**src/sv/lwpc_pkg.sv**
```systemverilog
package lwpc_pkg;

   localparam int PAGE_FIELD_BITS = 24;
   localparam int SLOT_FIELD_BITS = 4;

   localparam logic [1:0] OP_ACCESS = 2'd0;
   localparam logic [1:0] OP_MARK   = 2'd1;
   localparam logic [1:0] OP_FLUSH  = 2'd2;

   typedef struct packed {
      logic [1:0]                 operation;
      logic [PAGE_FIELD_BITS-1:0] page_id;
   } req_type;

   typedef struct packed {
      logic [SLOT_FIELD_BITS-1:0] slot;
      logic                       hit;
      logic                       write_back;
      logic [PAGE_FIELD_BITS-1:0] write_back_page;
      logic                       fetch;
      logic                       last;
   } rsp_type;

   // controller to datapath
   typedef struct packed {
      logic load_req;
      logic look;
      logic apply;
      logic flush_step;
      logic flush_final;
   } cmd_type;

   // datapath to controller
   typedef struct packed {
      logic [1:0] operation;
      logic       walk_done;
   } status_type;

endpackage

```
**src/sv/lwpc_datapath.sv**
```systemverilog
module lwpc_datapath #(
   parameter int SLOTS            = 16,
   parameter int PAGE_NUMBER_BITS = 24
) (
   input  logic                 clock,
   input  logic                 reset,
   input  lwpc_pkg::req_type    req,
   input  lwpc_pkg::cmd_type    cmd,
   output lwpc_pkg::status_type status,
   output logic                 rsp_strobe,
   output lwpc_pkg::rsp_type    rsp
);
   import lwpc_pkg::*;

   localparam int SW = $clog2(SLOTS);
   localparam int CW = $clog2(SLOTS + 1);
   localparam int PW = (PAGE_NUMBER_BITS < PAGE_FIELD_BITS) ? PAGE_NUMBER_BITS
                                                            : PAGE_FIELD_BITS;

   function automatic logic [SW-1:0] first_set(input logic [SLOTS-1:0] v);
      logic [SW-1:0] idx;
      idx = '0;
      for (int i = SLOTS - 1; i >= 0; i--) begin
         if (v[i]) idx = SW'(i);
      end
      return idx;
   endfunction

   function automatic logic [SLOT_FIELD_BITS-1:0] slot_field(input logic [SW-1:0] idx);
      logic [SW+SLOT_FIELD_BITS-1:0] w;
      w = {{SLOT_FIELD_BITS{1'b0}}, idx};
      return w[SLOT_FIELD_BITS-1:0];
   endfunction

   function automatic logic [PAGE_FIELD_BITS-1:0] page_field(input logic [PW-1:0] pg);
      logic [PW+PAGE_FIELD_BITS-1:0] w;
      w = {{PAGE_FIELD_BITS{1'b0}}, pg};
      return w[PAGE_FIELD_BITS-1:0];
   endfunction

   req_type          req_ff;
   logic [PW-1:0]    page_ff [SLOTS];
   logic [SLOTS-1:0] dirty_ff, dirty_in;
   logic [SW-1:0]    rank_ff [SLOTS];
   logic [SW-1:0]    rank_in [SLOTS];
   logic [CW-1:0]    used_ff, used_in;
   logic [SLOTS-1:0] match_ff, match_in;
   logic [SLOTS-1:0] victim_ff, victim_in;
   logic [CW-1:0]    walk_ff, walk_in;
   logic             pend_valid_ff, pend_valid_in;
   logic [SW-1:0]    pend_slot_ff, pend_slot_in;
   logic [PW-1:0]    pend_page_ff, pend_page_in;
   logic             rsp_strobe_ff, rsp_strobe_in;
   rsp_type          rsp_ff, rsp_in;

   logic [SLOTS-1:0] valid;
   logic [SLOTS-1:0] walk_match;
   logic [PW-1:0]    req_page;
   logic [SW-1:0]    hit_idx, victim_idx, walk_idx, rd_addr;
   logic [PW-1:0]    rd_page;
   logic             hit_any, full;
   logic [CW-1:0]    used_m1;
   logic             page_we;
   logic [SW-1:0]    page_wa;
   logic             promote_en;
   logic [SW-1:0]    promote_slot, promote_rank;

   assign req_page   = req_ff.page_id[PW-1:0];
   assign hit_idx    = first_set(match_ff);
   assign hit_any    = |match_ff;
   assign victim_idx = first_set(victim_ff);
   assign walk_idx   = first_set(walk_match);
   assign full       = (used_ff == CW'(SLOTS));
   assign used_m1    = used_ff - CW'(1);
   assign rd_addr    = cmd.apply ? victim_idx : walk_idx;
   assign rd_page    = page_ff[rd_addr];

   always_comb begin
      for (int i = 0; i < SLOTS; i++) begin
         valid[i]      = CW'(i) < used_ff;
         match_in[i]   = valid[i] && (page_ff[i] == req_page);
         victim_in[i]  = valid[i] && (rank_ff[i] == '0);
         walk_match[i] = valid[i] && (rank_ff[i] == walk_ff[SW-1:0]);
      end
   end

   always_comb begin
      dirty_in      = dirty_ff;
      used_in       = used_ff;
      walk_in       = walk_ff;
      pend_valid_in = pend_valid_ff;
      pend_slot_in  = pend_slot_ff;
      pend_page_in  = pend_page_ff;
      rsp_strobe_in = 1'b0;
      rsp_in        = '0;
      page_we       = 1'b0;
      page_wa       = victim_idx;
      promote_en    = 1'b0;
      promote_slot  = hit_idx;
      for (int i = 0; i < SLOTS; i++) rank_in[i] = rank_ff[i];

      if (cmd.look) begin
         walk_in       = '0;
         pend_valid_in = 1'b0;
      end

      if (cmd.apply) begin
         case (req_ff.operation)
            OP_ACCESS: begin
               rsp_strobe_in = 1'b1;
               rsp_in.last   = 1'b1;
               if (hit_any) begin
                  promote_en  = 1'b1;
                  rsp_in.slot = slot_field(hit_idx);
                  rsp_in.hit  = 1'b1;
               end else if (!full) begin
                  page_we                    = 1'b1;
                  page_wa                    = used_ff[SW-1:0];
                  dirty_in[used_ff[SW-1:0]]  = 1'b0;
                  rank_in[used_ff[SW-1:0]]   = used_ff[SW-1:0];
                  used_in                    = used_ff + CW'(1);
                  rsp_in.slot                = slot_field(used_ff[SW-1:0]);
                  rsp_in.fetch               = 1'b1;
               end else begin
                  page_we              = 1'b1;
                  dirty_in[victim_idx] = 1'b0;
                  promote_en           = 1'b1;
                  promote_slot         = victim_idx;
                  rsp_in.slot          = slot_field(victim_idx);
                  rsp_in.write_back    = dirty_ff[victim_idx];
                  rsp_in.write_back_page = dirty_ff[victim_idx] ? page_field(rd_page) : '0;
                  rsp_in.fetch         = 1'b1;
               end
            end
            OP_MARK: begin
               rsp_strobe_in = 1'b1;
               rsp_in.last   = 1'b1;
               if (hit_any) begin
                  dirty_in[hit_idx] = 1'b1;
                  rsp_in.slot       = slot_field(hit_idx);
                  rsp_in.hit        = 1'b1;
               end
            end
            default: begin
            end
         endcase
      end

      if (cmd.flush_step) begin
         walk_in = walk_ff + CW'(1);
         if (dirty_ff[walk_idx]) begin
            dirty_in[walk_idx] = 1'b0;
            if (pend_valid_ff) begin
               rsp_strobe_in          = 1'b1;
               rsp_in.slot            = slot_field(pend_slot_ff);
               rsp_in.write_back      = 1'b1;
               rsp_in.write_back_page = page_field(pend_page_ff);
            end
            pend_valid_in = 1'b1;
            pend_slot_in  = walk_idx;
            pend_page_in  = rd_page;
         end
      end

      if (cmd.flush_final && pend_valid_ff) begin
         rsp_strobe_in          = 1'b1;
         rsp_in.slot            = slot_field(pend_slot_ff);
         rsp_in.write_back      = 1'b1;
         rsp_in.write_back_page = page_field(pend_page_ff);
         rsp_in.last            = 1'b1;
         pend_valid_in          = 1'b0;
      end

      // move one slot to most recent, close the gap above its old rank
      promote_rank = rank_ff[promote_slot];
      if (promote_en) begin
         for (int i = 0; i < SLOTS; i++) begin
            if (valid[i] && (rank_ff[i] > promote_rank)) rank_in[i] = rank_ff[i] - SW'(1);
         end
         rank_in[promote_slot] = used_m1[SW-1:0];
      end
   end

   always_ff @(posedge clock) begin
      if (cmd.load_req) req_ff <= req;
      if (page_we) page_ff[page_wa] <= req_page;
      if (rsp_strobe_in) rsp_ff <= rsp_in;
      pend_slot_ff <= pend_slot_in;
      pend_page_ff <= pend_page_in;
   end

   always_ff @(posedge clock) begin
      if (reset) begin
         dirty_ff      <= '0;
         used_ff       <= '0;
         match_ff      <= '0;
         victim_ff     <= '0;
         walk_ff       <= '0;
         pend_valid_ff <= 1'b0;
         rsp_strobe_ff <= 1'b0;
         for (int i = 0; i < SLOTS; i++) rank_ff[i] <= '0;
      end else begin
         dirty_ff      <= dirty_in;
         used_ff       <= used_in;
         walk_ff       <= walk_in;
         pend_valid_ff <= pend_valid_in;
         rsp_strobe_ff <= rsp_strobe_in;
         for (int i = 0; i < SLOTS; i++) rank_ff[i] <= rank_in[i];
         if (cmd.look) begin
            match_ff  <= match_in;
            victim_ff <= victim_in;
         end
      end
   end

   assign status.operation = req_ff.operation;
   assign status.walk_done = (walk_ff >= used_ff);
   assign rsp_strobe       = rsp_strobe_ff;
   assign rsp              = rsp_ff;

`ifndef ASSERT_OFF
   a_match_unique: assert property (@(posedge clock) disable iff (reset)
      $onehot0(match_ff))
      else $error("page resident in more than one slot");
   a_victim_unique: assert property (@(posedge clock) disable iff (reset)
      $onehot0(victim_ff))
      else $error("more than one least recent slot");
   a_dirty_in_use: assert property (@(posedge clock) disable iff (reset)
      (dirty_ff & ~valid) == '0)
      else $error("dirty bit on a free slot");
   a_flush_last: assert property (@(posedge clock) disable iff (reset)
      cmd.flush_final && pend_valid_ff |=> rsp_strobe_ff && rsp_ff.last)
      else $error("flush ended without a final transfer");
`endif

endmodule

```
**src/sv/lwpc_controller.sv**
```systemverilog
module lwpc_controller (
   input  logic                 clock,
   input  logic                 reset,
   input  logic                 start,
   input  lwpc_pkg::status_type status,
   output logic                 busy,
   output lwpc_pkg::cmd_type    cmd
);
   import lwpc_pkg::*;

   localparam logic [1:0] ST_IDLE  = 2'd0;
   localparam logic [1:0] ST_LOOK  = 2'd1;
   localparam logic [1:0] ST_APPLY = 2'd2;
   localparam logic [1:0] ST_FLUSH = 2'd3;

   logic [1:0] state_ff, state_in;
   logic       accept;

   assign busy   = !((state_ff == ST_IDLE) ||
                     ((state_ff == ST_APPLY) && (status.operation != OP_FLUSH)));
   assign accept = start && !busy;

   always_comb begin
      cmd          = '0;
      cmd.load_req = accept;
      state_in     = state_ff;
      unique case (state_ff)
         ST_IDLE: begin
            if (accept) state_in = ST_LOOK;
         end
         ST_LOOK: begin
            cmd.look = 1'b1;
            state_in = ST_APPLY;
         end
         ST_APPLY: begin
            cmd.apply = 1'b1;
            if (status.operation == OP_FLUSH) state_in = ST_FLUSH;
            else if (accept)                  state_in = ST_LOOK;
            else                              state_in = ST_IDLE;
         end
         ST_FLUSH: begin
            if (status.walk_done) begin
               cmd.flush_final = 1'b1;
               state_in        = ST_IDLE;
            end else begin
               cmd.flush_step = 1'b1;
            end
         end
         default: state_in = ST_IDLE;
      endcase
   end

   always_ff @(posedge clock) begin
      if (reset) state_ff <= ST_IDLE;
      else       state_ff <= state_in;
   end

`ifndef ASSERT_OFF
   a_accept_look: assert property (@(posedge clock) disable iff (reset)
      accept |=> state_ff == ST_LOOK)
      else $error("accepted request did not start a lookup");
   a_flush_busy: assert property (@(posedge clock) disable iff (reset)
      state_ff == ST_FLUSH |-> busy && !cmd.load_req)
      else $error("request taken during flush walk");
   a_one_cmd: assert property (@(posedge clock) disable iff (reset)
      $onehot0({cmd.look, cmd.apply, cmd.flush_step, cmd.flush_final}))
      else $error("conflicting datapath commands");
`endif

endmodule

```
**src/sv/lru_writeback_page_cache_control_core.sv**
```systemverilog
// Page cache tag and replacement controller, fully associative, LRU, write-back.
// Request channel: drive req (operation, page_id) and raise start; the
// request transfers at the clock edge where start is high and busy is low.
// Result channel: each result sits on rsp for one cycle with rsp_strobe high;
// the receiver must take it then, as there is no back-pressure.
// Access and mark: exactly one result, after the lookup cycle and the update
// cycle, in the registered result. busy drops in the update cycle, so a new
// request can transfer there, before the previous result shows on rsp; the
// parallel page compare is registered in the lookup cycle.
// Flush: after lookup and update, the walk visits one recency rank per cycle,
// least recent first, over all occupied slots, then one closing cycle; busy
// stays high through the closing cycle. A dirty slot's write-back is held
// until the walk reaches the next dirty slot or the closing cycle, so the
// final one can carry last; it shows on rsp the cycle after. No dirty slot,
// no result. Unused operation code 3 takes the access timing and yields nothing.
// Reset (synchronous, active high) empties the cache: no slot in use, all
// dirty bits and ranks clear. Page storage needs no clearing pass.
module lru_writeback_page_cache_control_core #(
   parameter int SLOTS            = 16,
   parameter int PAGE_NUMBER_BITS = 24
) (
   input  logic              clock,
   input  logic              reset,
   input  logic              start,
   output logic              busy,
   input  lwpc_pkg::req_type req,
   output logic              rsp_strobe,
   output lwpc_pkg::rsp_type rsp
);
   import lwpc_pkg::*;

   cmd_type    cmd;
   status_type status;

   // sequence lookup, update and the flush walk
   lwpc_controller u_controller (
      .clock  (clock),
      .reset  (reset),
      .start  (start),
      .status (status),
      .busy   (busy),
      .cmd    (cmd)
   );

   // hold tags, dirty bits and ranks; drive the result register
   lwpc_datapath #(
      .SLOTS            (SLOTS),
      .PAGE_NUMBER_BITS (PAGE_NUMBER_BITS)
   ) u_datapath (
      .clock      (clock),
      .reset      (reset),
      .req        (req),
      .cmd        (cmd),
      .status     (status),
      .rsp_strobe (rsp_strobe),
      .rsp        (rsp)
   );

endmodule
```
**config.mk**
```make
export PLATFORM = sky130hd
export DESIGN_NAME = lru_writeback_page_cache_control_core
export DESIGN_NICKNAME = d
export VERILOG_FILES = /design/src/sv/lwpc_pkg.sv /design/src/sv/lwpc_datapath.sv /design/src/sv/lwpc_controller.sv /design/src/sv/lru_writeback_page_cache_control_core.sv
export SDC_FILE = /design/constraint.sdc
export NUM_CORES = 1
export LEC_CHECK = 0
export BUFFER_PORTS_ARGS = -buffer_cell sky130_fd_sc_hd__buf_2
export CORE_MARGIN = 3
export CORE_UTILIZATION = 40
export DETAILED_ROUTE_END_ITERATION = 8
export PLACE_DENSITY = 0.56
export SLEW_MARGIN = 10
export SYNTH_ARGS = -nofsm -noshare
export SYNTH_HDL_FRONTEND = slang
export SYNTH_SLANG_ARGS = --single-unit
```
**constraint.sdc**
```tcl
create_clock -name clock -period 6.9 [get_ports clock]
set_clock_uncertainty 0.05 [all_clocks]
set_input_delay 1.38 -clock clock [delete_from_list [all_inputs] [get_ports clock]]
set_output_delay 1.38 -clock clock [all_outputs]
set_load 0.03 [all_outputs]
```
==> impl_results.md <==
- Async S/R FF share, synth: 0
- Post-synth EDFFs: 470
- Combinational share of power: 0.052
- Total negative setup slack: 0 ps
- Crit path largest cell delay: about 730 ps
- Max-slew headroom: 0.221
- Slowest cell on crit path: or3b_2
- DRC violations left: 0
- RSZ-0062 raised after global routing: no
- Final hold vios: 0
- Via Count: 31600
- First-pass GRT wire length: between 200 and 250 mm
- Fin crit period: 6160 ps
- Post-synth cell types: just under 100
- Hold Startpoint: u_datapath.match_ff[8]$_SDFFE_PP0P_
- FP Rows: 110
- Switch share: 0.237
- Most common cell after layout, fill and taps aside: edfxtp_1
- Max cap viols: 0
- Die width: 309 um
- Largest net degree at the start of global routing: 85
- Total power: 0.00848 W
- Final Util: 0.454
- Buf+Inv Stages, Crit Path: 1
- Clock transition at the registers of the reported paths: 70 ps
- Seq cells post-synth: 596
- GR Util All Layers: 0.298
- Post-CTS Resized: 0
- Tcrit/Tclk final: 0.893
- Num CTS Buffers: 73
- Skew-Pair Late Insertion Delay: 650 ps
- Clock sink count: 596
- WL per Instance: around 29 um
- Sequential element share of the synthesized area: 0.453
- Dpl hpwl: between 100 and 150 mm
- Crit-path max FO: 22
- Crit-path leading delay family: simple AND/OR/NAND/NOR gates
- Power density over cell area: 206 nW/um^2
- Worst Path Required: about 7300 ps
- Cells after synthesis: 3706
- Core Box Area: around 91000 um^2
- Leak: 13.8 nW
- Syn nets: roughly 3800
- Clk pwr share: 0.487
- Remaining antenna violation count after routing: 0
- HP Class: reg -> reg
- Setup bufs post-CTS: 0
- Vias per inst: around 6.4
- Reg power frac: 0.461
- N_diodes: 0
- CP cell instances: or3b_2 -> nor2_1 -> nand3_2 -> nand2_1 -> a2111oi_0 -> or3b_2 -> buf_4 -> mux2i_1 -> nand2_1 -> a311oi_1 -> a31o_2 -> ha_1 -> a41oi_1 -> a21boi_1 -> nor2_1 -> a211oi_1 -> a31oi_1 -> a21oi_1 -> a221oi_1
- Commonest cells after routing, fill and taps aside: 470 x edfxtp_1, 335 x nand2_1, 238 x xor2_1
- Starting Density: 0.406
- Ports: 63
- Global route total overflow: 0
- Htree depth: 3
- Die footprint: about 96000 um^2
- Internal power: 0.00646 W
- Outcome: completed
- NetSw: 0.00201 W
- CP startpoint: u_controller.state_ff[1]$_SDFFE_PP0P_
- Critical path class: reg -> reg
- Die Y: slightly above 300 um
- Synthesized area: 36800 um^2
- Layout area overhead: 11.8%
- Initial antenna violation count: 7
- Final #Nets: around 3800
- CTS tree: built
- Worst EP arrival: 6590 ps
- Port-buffer cells: slightly above 60
- CP Capture Type: flop
- Top FF cell, synth: edfxtp_1
- Detailed Route WL: 145 mm
- Router iterations before antenna repair: 6
- Longest Clk Path Bufs: 3
- Number of global-route vias before repair: 29200
- Fmax: ~160 MHz
- Ys Warns: 0
- VDD IR max: approximately 0.17 mV
- Worst Setup Start Kind: flop
- GPL Wtd Cong: 0.971
- Post-DP Area: 38600 um^2
- Share of post-route cells with drive strength above 1: 0.117
- Setup-failing EPs final: 0
- Fin. max-slew vios: 0
- 1st-iter DRT viols: 4315
- Root buf cell: clkbuf_16
- R2r startpoint: u_controller.state_ff[1]$_SDFFE_PP0P_
- Worst Max-Slew Pin Slew: 1160 ps
- Hold Buf Count CTS: 0
- Final Instance Area: 41100 um^2
- Avg Cell Area, Syn: around 10 um^2
synth_stat cells, types with 20 or more instances:
cell type	n	share of area
buf_1	26	0.0027
buf_2	42	0.0057
o32ai_1	23	0.0055
o31ai_1	20	0.0041
xnor2_1	231	0.055
a31oi_1	47	0.0080
buf_4	22	0.0045
nor3_1	108	0.015
o21ai_0	137	0.019
a22oi_1	45	0.0092
nand2_1	337	0.034
a211oi_1	57	0.012
o221ai_1	22	0.0052
nor2b_1	22	0.0037
nand2b_1	27	0.0046
ha_1	106	0.036
o21a_1	20	0.0041
a21oi_1	210	0.029
nor2_1	236	0.024
nor4_1	68	0.012
o2111ai_1	32	0.0076
dfxtp_1	126	0.069
mux2i_1	109	0.030
xor2_1	238	0.057
o211ai_1	51	0.010
inv_1	84	0.0086
mux2_2	36	0.011
clkbuf_1	166	0.017
nand3_1	105	0.014
or3_1	30	0.0051
nand4_1	94	0.016
edfxtp_1	470	0.38
o22ai_1	78	0.013
metrics by stage:
stage / setup WS [ps] / cells / hold WS (ps)
floorplan: 832 / 3706 / 397
global placement: 978 / 4808 / 429
detailed placement: 851 / 4808 / 436
CTS: 840 / 4941 / 444
global route: 213 / 4941 / 472
finish: 736 / 4941 / 447
worst register-to-register path, delay by kind of cell (launching register included):
kind                     cells  cell delay, ps
AND/OR/NAND/NOR              7            2380
AO/OA/AOI/OAI                9            2190
flip-flops                   1             500
adder cells (fa/ha/maj)      1             370
buffers and inverters        1             330
multiplexers                 1             190
power by group through the flow:
stage | clock network (W) | registers, W | logic (W)
after floorplan | 0 | 0.00400 | 0.000237
after global placement | 0 | 0.00399 | 0.000430
after detailed placement | 0 | 0.00399 | 0.000428
after CTS | 0.00419 | 0.00391 | 0.000429
after global routing | 0.00433 | 0.00391 | 0.000458
final | 0.00413 | 0.00391 | 0.000437
layout make-up:
class | count | area [um^2]
Multi-Input combinational cell | 2756 | 18800
Inverter | 90 | 340
Clock buffer | 85 | 1910
Clock inverter | 48 | 608
Sequential cell | 596 | 16600
Fill cell | 8536 | 49500
Tap cell | 1176 | 1470
Timing Repair Buffer | 190 | 1290
layer usage:
metal	global-route usage	share of wire	up-vias
met3	0.0750	0.11	300
li1	-	-	13900
met2	0.429	0.42	1908
met5	0	0.000055	-
met1	0.431	0.43	15500
met4	0.108	0.040	2
worst paths after layout:
check | end | slack, ps | cells after the start
setup / recovery | u_datapath.rank_ff[7][2]$_SDFF_PP0_ | 740 | 19
hold / removal | u_datapath.match_ff[8]$_SDFFE_PP0P_ | 450 | 2
setup reg to reg | u_datapath.rank_ff[7][2]$_SDFF_PP0_ | 740 | 19
hold reg to reg | u_datapath.match_ff[8]$_SDFFE_PP0P_ | 450 | 2
cell families (layout without fill, tap and decap cells):
family,after synthesis,in the layout,share of synthesized area
simple gates,1111,1111,0.148
compound gates,925,925,0.170
flops,596,596,0.453
xor+xnor,469,469,0.112
buf+inv,354,413,0.0411
mux,145,145,0.0407
fa+ha+maj,106,106,0.0361
registers in the layout, indices dropped and copies added, names as in the netlist:
name and count:
u_datapath.victim_ff 16, u_datapath.dirty_ff 16, u_controller.state_ff 2, u_datapath.used_ff 5
u_datapath.pend_valid_ff 1, u_datapath.match_ff 16, u_datapath.rsp 32, u_datapath.status 2
u_datapath.rsp_strobe 1, u_datapath.pend_slot_ff 4, u_datapath.rank_ff 64, u_datapath.walk_ff 5
u_datapath.page_ff 384, u_datapath.pend_page_ff 24, u_datapath.req_page 24
Power figures use the tool's default switching activity.
